--- src/rtl/core/dchq_ram.sv ---
// generic single write port, single read port ram with registered read
module dchq_ram #(
    parameter int WIDTH = 8,
    parameter int DEPTH = 16
) (
    input  logic                     i_clk,
    input  logic                     i_we,
    input  logic [$clog2(DEPTH)-1:0] i_waddr,
    input  logic [WIDTH-1:0]         i_wdata,
    input  logic [$clog2(DEPTH)-1:0] i_raddr,
    output logic [WIDTH-1:0]         o_rdata
);
    logic [WIDTH-1:0] r_mem [DEPTH];
    logic [WIDTH-1:0] r_rdata;

    always_ff @(posedge i_clk) begin
        if (i_we) begin
            r_mem[i_waddr] <= i_wdata;
        end
        r_rdata <= r_mem[i_raddr];
    end

    assign o_rdata = r_rdata;
endmodule

--- config.mk ---
export PLATFORM = sky130hd
export DESIGN_NAME = dchq_ram
export DESIGN_NICKNAME = d
export VERILOG_FILES = /design/src/rtl/core/dchq_ram.sv
export SDC_FILE = /design/constraint.sdc
export NUM_CORES = 1
export LEC_CHECK = 0
export ABC_AREA = 1
export BUFFER_PORTS_ARGS = -buffer_cell sky130_fd_sc_hd__clkbuf_2
export CORE_AREA = 2 2 111 113
export CTS_BUF_LIST = sky130_fd_sc_hd__clkbuf_2 sky130_fd_sc_hd__clkbuf_4 sky130_fd_sc_hd__clkbuf_8
export DETAILED_ROUTE_END_ITERATION = 16
export DIE_AREA = 0 0 113 115
export PLACE_DENSITY = 0.69
export SYNTH_ARGS = -nofsm -noshare
export SYNTH_HDL_FRONTEND = slang
export SYNTH_SLANG_ARGS = --single-unit
--- constraint.sdc ---
create_clock -name i_clk -period 1.6 [get_ports i_clk]
set_input_delay 0.16 -clock i_clk [delete_from_list [all_inputs] [get_ports i_clk]]
set_output_delay 0.16 -clock i_clk [all_outputs]
set_load 0.01 [all_outputs]
======== Word-level counts from Yosys, hierarchy flattened ========
Memories as Yosys holds them, arrays and structs flattened. A register that Yosys moved wholly into a read port is not among the register bits.
Index checks and enable logic that the tools add are counted.
W data, S select, Z words.
word-level totals
  flip-flop bits (word level) ............. 0
  input port bits ......................... 18
  output and inout port bits .............. 8
  memory bits (writable) .................. 128
  word-level logic and storage cells ...... 3
  memories ................................ 1
cells by class
  mux-type cells .......................... 2
memory list
  memory  words  bits a word  read ports  clocked after Yosys merged registers in  wr ports  RTL line  text
  r_mem   16     8            1           1                                        1         13        logic [WIDTH-1:0] r_mem [DEPTH];
operators by type and width
  kind     number
  $mux W1  2

======== Longest topological paths before layout ========
Gate-level depths: netlist of the first run.
  word-level depth ........................ 2
  gate-level depth with buffers ........... 8
  gate-level depth less buffers ........... 7

======== Worst setup path before layout of the first run ========
No wires, ideal clock.
  path type ............................... input port to flip-flop
  start point ............................. input port i_waddr[2]
  end point ............................... memory r_mem[10][0] (enable)
  path slack .............................. 0.489 ns
  arrival time ............................ 0.741 ns
  setup time .............................. 0.370 ns
  data required time ...................... 1.230 ns
  buffers on the path ..................... 0
  stages on the path ...................... 2
  path through ............................ nand3b_1 nor2_1
RTL lines
  what                RTL line  text
  start: declaration  8         input logic [$clog2(DEPTH)-1:0] i_waddr,
  end: declaration    13
Straight into the memory's write port.

======== Final worst setup path of the first run ========
  start point ............................. register r_rdata[7], in the netlist o_rdata[7] (read register of r_mem)
  end point ............................... output port o_rdata[7]
RTL lines
  what                RTL line  text
  start: declaration  14        logic [WIDTH-1:0] r_rdata;
  end: declaration    11        output logic [WIDTH-1:0] o_rdata
No word-level cell between the ends.

==> run metrics, run 1 <==
CP Max Fanout=1; crit path DAT=1.00 ns; CTS tree=built; critical-path cell list=clkbuf_2; post-synthesis sequential area ratio=69.4%; Bufs and invs on worst path=1; Max VDD drop=roughly 0.62 mV; FP Rows=40; Cell Pwr Density=1070 nW/µm²; synthesized instance count=about 550; Final ANT Viol Nets=0; period utilisation layout=between 70% and 80%; initial antenna violation count=0; Clock Skew=0.00817 ns; DR DRC count=1; XOR/XNOR Fraction of Synth Area=0%; DR WL/cell=16.5 µm; Post-Syn Area=5770 µm²; WHS=roughly 0.12 ns; Psw=~0.0015 W; Nets=612; I/O Pins=26; GRT overflow=0; Req. time, crit path=1.44 ns; Core Region=around 12000 µm²; Skew-Pair Late Insertion Delay=between 0.4 and 0.5 ns; Static Leak=2.83 nW; first-pass GRT wire length=19200 µm; clock sinks=roughly 140; Num CTS Buffers=17; fraction of synthesized area in multiplexers=0%; largest family of logic cells by synthesized area=simple AND/OR/NAND/NOR gates; Setup TNS=0 ns; Initial Util=48.8%; die width=around 110 µm; Post-Synth Adder-Cell Area=0%; Critical Path Start Type=register; synth warn=0; cell internal pwr=0.00542 W; Max Transition Viols Final=0; Ant. Diodes=0; largest net degree at the start of global routing=65; DP HPWL=7760 µm; failing checks=DRC; Flop pwr share=57.8%; Synth-to-Final Area Change=12.2%; post-synthesis simple-gate area fraction=21.0%; Total GRT Usage=between 20% and 30%; clk buf depth=2; switching share of power=22.0%; Slew @ Worst Pin=between 0.4 and 0.5 ns; Max-Cap Viols=0; IO buf count=25; vias per std cell=~5.0; slowest stage delay, CP=0.40 ns; DIE HEIGHT=115 µm; worst min-delay path class=input port to register; Synthesized Nets=569; # hold bufs at CTS=0; clock power share=35.1%; Post-Route WL=12500 µm; postcts setup bufs=0; Compound-Gate Fraction of Synth Area=0%; Netlist cell types=12; status=finished with violations; post-CTS sizing=0; number of global-route vias before repair=3516; Final min period=1.16 ns; # setup viols final=0; DRT iter0 DRCs=312; root buffer cell=clkbuf_8; register bit total from synthesis=136; WS Path Type=register to primary output; routability cong.=0.861; share of layout cells above drive strength 1=12.2%; Syn Area/Cell=10.5 µm²; crit path capture type=primary output; highest-count cells in the layout ignoring fill and taps=nand2_1, edfxtp_1, inv_1; First-pass DRT Iterations=11; CTS clk-pin slew, worst paths=0.07 ns; Fmax achieved=0.861 GHz; # H-tree levels=4; Rel. slew slack=73.1%; DIE AREA=~13000 µm²; Crit-path slowest cell=dfxtp_1; Final Hold Fails=0; CP top delay family=flip-flops; RSZ-0062 raised after global routing=false; vias post-DR=3776; most common cell after layout, fill and taps aside=nand2_1; Gate power share=7.1%
==> tightest hold or removal path, delay by kind of cell <==
family | cells | cell delay, ns
buf+inv | 1 | 0.19
simple gates | 2 | 0.17
==> cell usage after synthesis <==
cell      count  area (µm²)
nand2_1     173         649
edfxtp_1    128        3840
inv_1       100         375
nand3_1      97         485
nor2_1       17        63.8
buf_2        13        65.1
dfxtp_1       8         160
buf_6         6        67.6
buf_4         4        30.0
inv_2         2        7.51
nand3b_1      2        15.0
buf_1         1        3.75
==> metal layers <==
layer	global-route usage [%]	vias up	share of wire [%]
li1	-	1858	-
met4	9.59	0	2.3
met1	26.3	1783	43
met5	0	-	0
met2	33.7	118	49
met3	4.43	17	5.7
==> registers in the layout, summed over array words and instances, names as in the netlist <==
register,count
o_rdata,8
r_mem,128
==> path summary, 6_finish.rpt <==
kind                               start            endpoint  slack [ns]  depth (start not counted)
hold reg to reg   r_mem[14][4]$_DFFE_PP_  o_rdata[4]$_DFF_P_        0.67                          6
setup reg to reg   r_mem[1][4]$_DFFE_PP_  o_rdata[4]$_DFF_P_        0.60                          6
hold / removal                i_raddr[3]  o_rdata[5]$_DFF_P_        0.12                          3
setup / recovery      o_rdata[7]$_DFF_P_          o_rdata[7]        0.44                          1
==> power by group through the flow <==
stage / clock (W) / combinational [W] / sequential [W]
final: 0.00244 / 0.000495 / 0.00401
after global routing: 0.00264 / 0.000547 / 0.00401
after CTS: 0.00249 / 0.000501 / 0.00401
after detailed placement: 0 / 0.000497 / 0.00409
after global placement: 0 / 0.000487 / 0.00409
after floorplan: 0 / 0.000281 / 0.00409
==> cell families (layout without fill, tap and decap cells) <==
logic type,count (synthesis),after routing
AND/OR/NAND/NOR,289,289
buffers and inverters,126,181
flip-flops,136,136
==> per-stage QoR <==
stage	cells	cell area [µm²]	utilization (%)	worst slack, ns	total power [W]
after detailed placement	722	6130	51.9	0.361	0.00458
after global routing	753	6470	54.8	0.413	0.00720
after floorplan	551	5770	-	0.489	0.00437
after global placement	722	6130	51.9	0.384	0.00457
after CTS	753	6470	54.8	0.412	0.00700
final	753	6470	54.8	0.439	0.00694
==> final cells by class <==
class	instances	area [µm²]
tap	147	184
inverter	102	383
clock inverter	8	56.3
fill	1046	5340
sequential	136	4000
clock buffer	23	279
timing repair buffer	48	348
multi-input combinational	289	1210
(Power assumes the default switching activity.)
==> inputs of run 2 (changes only) <==
==> constraint.sdc (replaced) <==
create_clock -name i_clk -period 1.2 [get_ports i_clk]
set_input_delay 0.12 -clock i_clk [delete_from_list [all_inputs] [get_ports i_clk]]
set_output_delay 0.12 -clock i_clk [all_outputs]
set_load 0.01 [all_outputs]
==> run 2 against run 1 <==
The flow still finishes with violations (DRC). Via count is 1.3% higher. Global-route usage is 0.83 points higher. Sequential cell count stayed put. Non-clock buffer count is 1 higher. Die area stayed put. Register-to-register slack worse by 0.44 ns. Sequential share of layout area is 1.1 points lower. Combinational power is 37% higher. Core utilization is 1.0 points higher. Largest cell class unchanged.
==> run metrics, run 2 (synthesis gave the netlist of run 1 again) <==
crit path capture type=primary output; Max-Cap Viols=0; vias per std cell=around 5; reg-to-reg slack, setup=0.16 ns; DRT iter0 DRCs=roughly 360; slowest stage delay, CP=0.39 ns; WS Path Type=register to primary output; IO buf count=25; Slew @ Worst Pin=around 0.44 ns; CTS clk-pin slew, worst paths=0.08 ns; Final Hold Fails=0; DR DRC count=1; GRT overflow=0; Nets=613; post-CTS sizing=0; Final min period=1.11 ns; Req. time, crit path=1.08 ns; CTS tree=built; vias post-DR=3826; clock sinks=136; number of global-route vias before repair=3698; crit path DAT=0.99 ns; largest net degree at the start of global routing=65; share of layout cells above drive strength 1=13.0%; Skew-Pair Late Insertion Delay=0.44 ns; # setup viols final=0; most common cell after layout, fill and taps aside=nand2_1; DIE AREA=approximately 13000 µm²; Bufs and invs on worst path=1; First-pass DRT Iterations=11; worst min-delay path class=input port to register; critical-path cell list=clkbuf_2; failing checks=DRC; setup slack after layout=0.0862 ns; Total GRT Usage=between 20% and 30%; CP Max Fanout=1; RSZ-0062 raised after global routing=false; highest-count cells in the layout ignoring fill and taps=nand2_1, edfxtp_1, inv_1; WHS=0.0977 ns; Critical Path Start Type=register; status=finished with violations; DIE HEIGHT=115 µm; Initial Util=48.8%; Static Leak=2.89 nW; DP HPWL=7940 µm; Post-Route WL=between 10000 and 15000 µm; period utilisation layout=~93%; Synth-to-Final Area Change=14.2%; Cell Pwr Density=1550 nW/µm²; Crit-path slowest cell=dfxtp_1; postcts setup bufs=0; clk buf depth=2; Final ANT Viol Nets=0; DR WL/cell=17.2 µm; Ant. Diodes=0; Max VDD drop=~0.86 mV; CP top delay family=flip-flops; Core Region=between 10000 and 15000 µm²; # H-tree levels=4; root buffer cell=clkbuf_8; Largest register FFs=128; Clock Skew=0.0103 ns; Max Transition Viols Final=0; most flop-heavy register=r_mem; Num CTS Buffers=17; initial antenna violation count=0; Place WS=-0.0252 ns; FILL cells=1020; die width=113 µm; Rel. slew slack=70.7%; first-pass GRT wire length=20100 µm; Setup TNS=0 ns; routability cong.=0.830; I/O Pins=26; Fmax achieved=0.898 GHz; FP Rows=40; # hold bufs at CTS=0
## run 2: cell type report
cell class	instances	area [µm²]	share of cell area [%]
clock buffers	20	256	3.89
clock inverters	11	179	2.72
inverters	102	383	5.81
multi-input cells	289	1210	18.4
flip-flops and latches	136	4000	60.8
well taps	147	184	2.79
repair buffers	49	368	5.58
## run 2: per-layer routing
metal / GRT usage, % / routed length, µm
met2: 34.2 / 6210
met5: 0 / 0
met3: 4.80 / 911
met4: 9.59 / 337
met1: 28.2 / 5510
## run 2: power by group
group | switching (W) | internal, W | leakage, nW
logic | 0.000469 | 0.000211 | 1.44
clock network | 0.00166 | 0.00250 | 0.219
registers | 0.0000364 | 0.00531 | 1.22
## run 2: per-stage QoR
| step | power (W) | utilization (%) | cell area [µm²] | instances |
|---|---|---|---|---|
| global placement | 0.00611 | 52.1 | 6150 | 723 |
| finish | 0.0102 | 55.8 | 6590 | 754 |
| detailed placement | 0.00613 | 52.1 | 6150 | 723 |
| CTS | 0.0102 | 55.8 | 6590 | 754 |
| floorplan | 0.00582 | - | 5770 | 551 |
| global route | 0.0105 | 55.8 | 6590 | 754 |
## run 2: path summary, 6_finish.rpt
check	end	cells after the start	from
setup / recovery	o_rdata[7]	1	o_rdata[7]$_DFF_P_
hold / removal	o_rdata[5]$_DFF_P_	3	i_raddr[3]
setup reg to reg	o_rdata[7]$_DFF_P_	6	r_mem[3][7]$_DFFE_PP_
hold reg to reg	o_rdata[2]$_DFF_P_	6	r_mem[10][2]$_DFFE_PP_
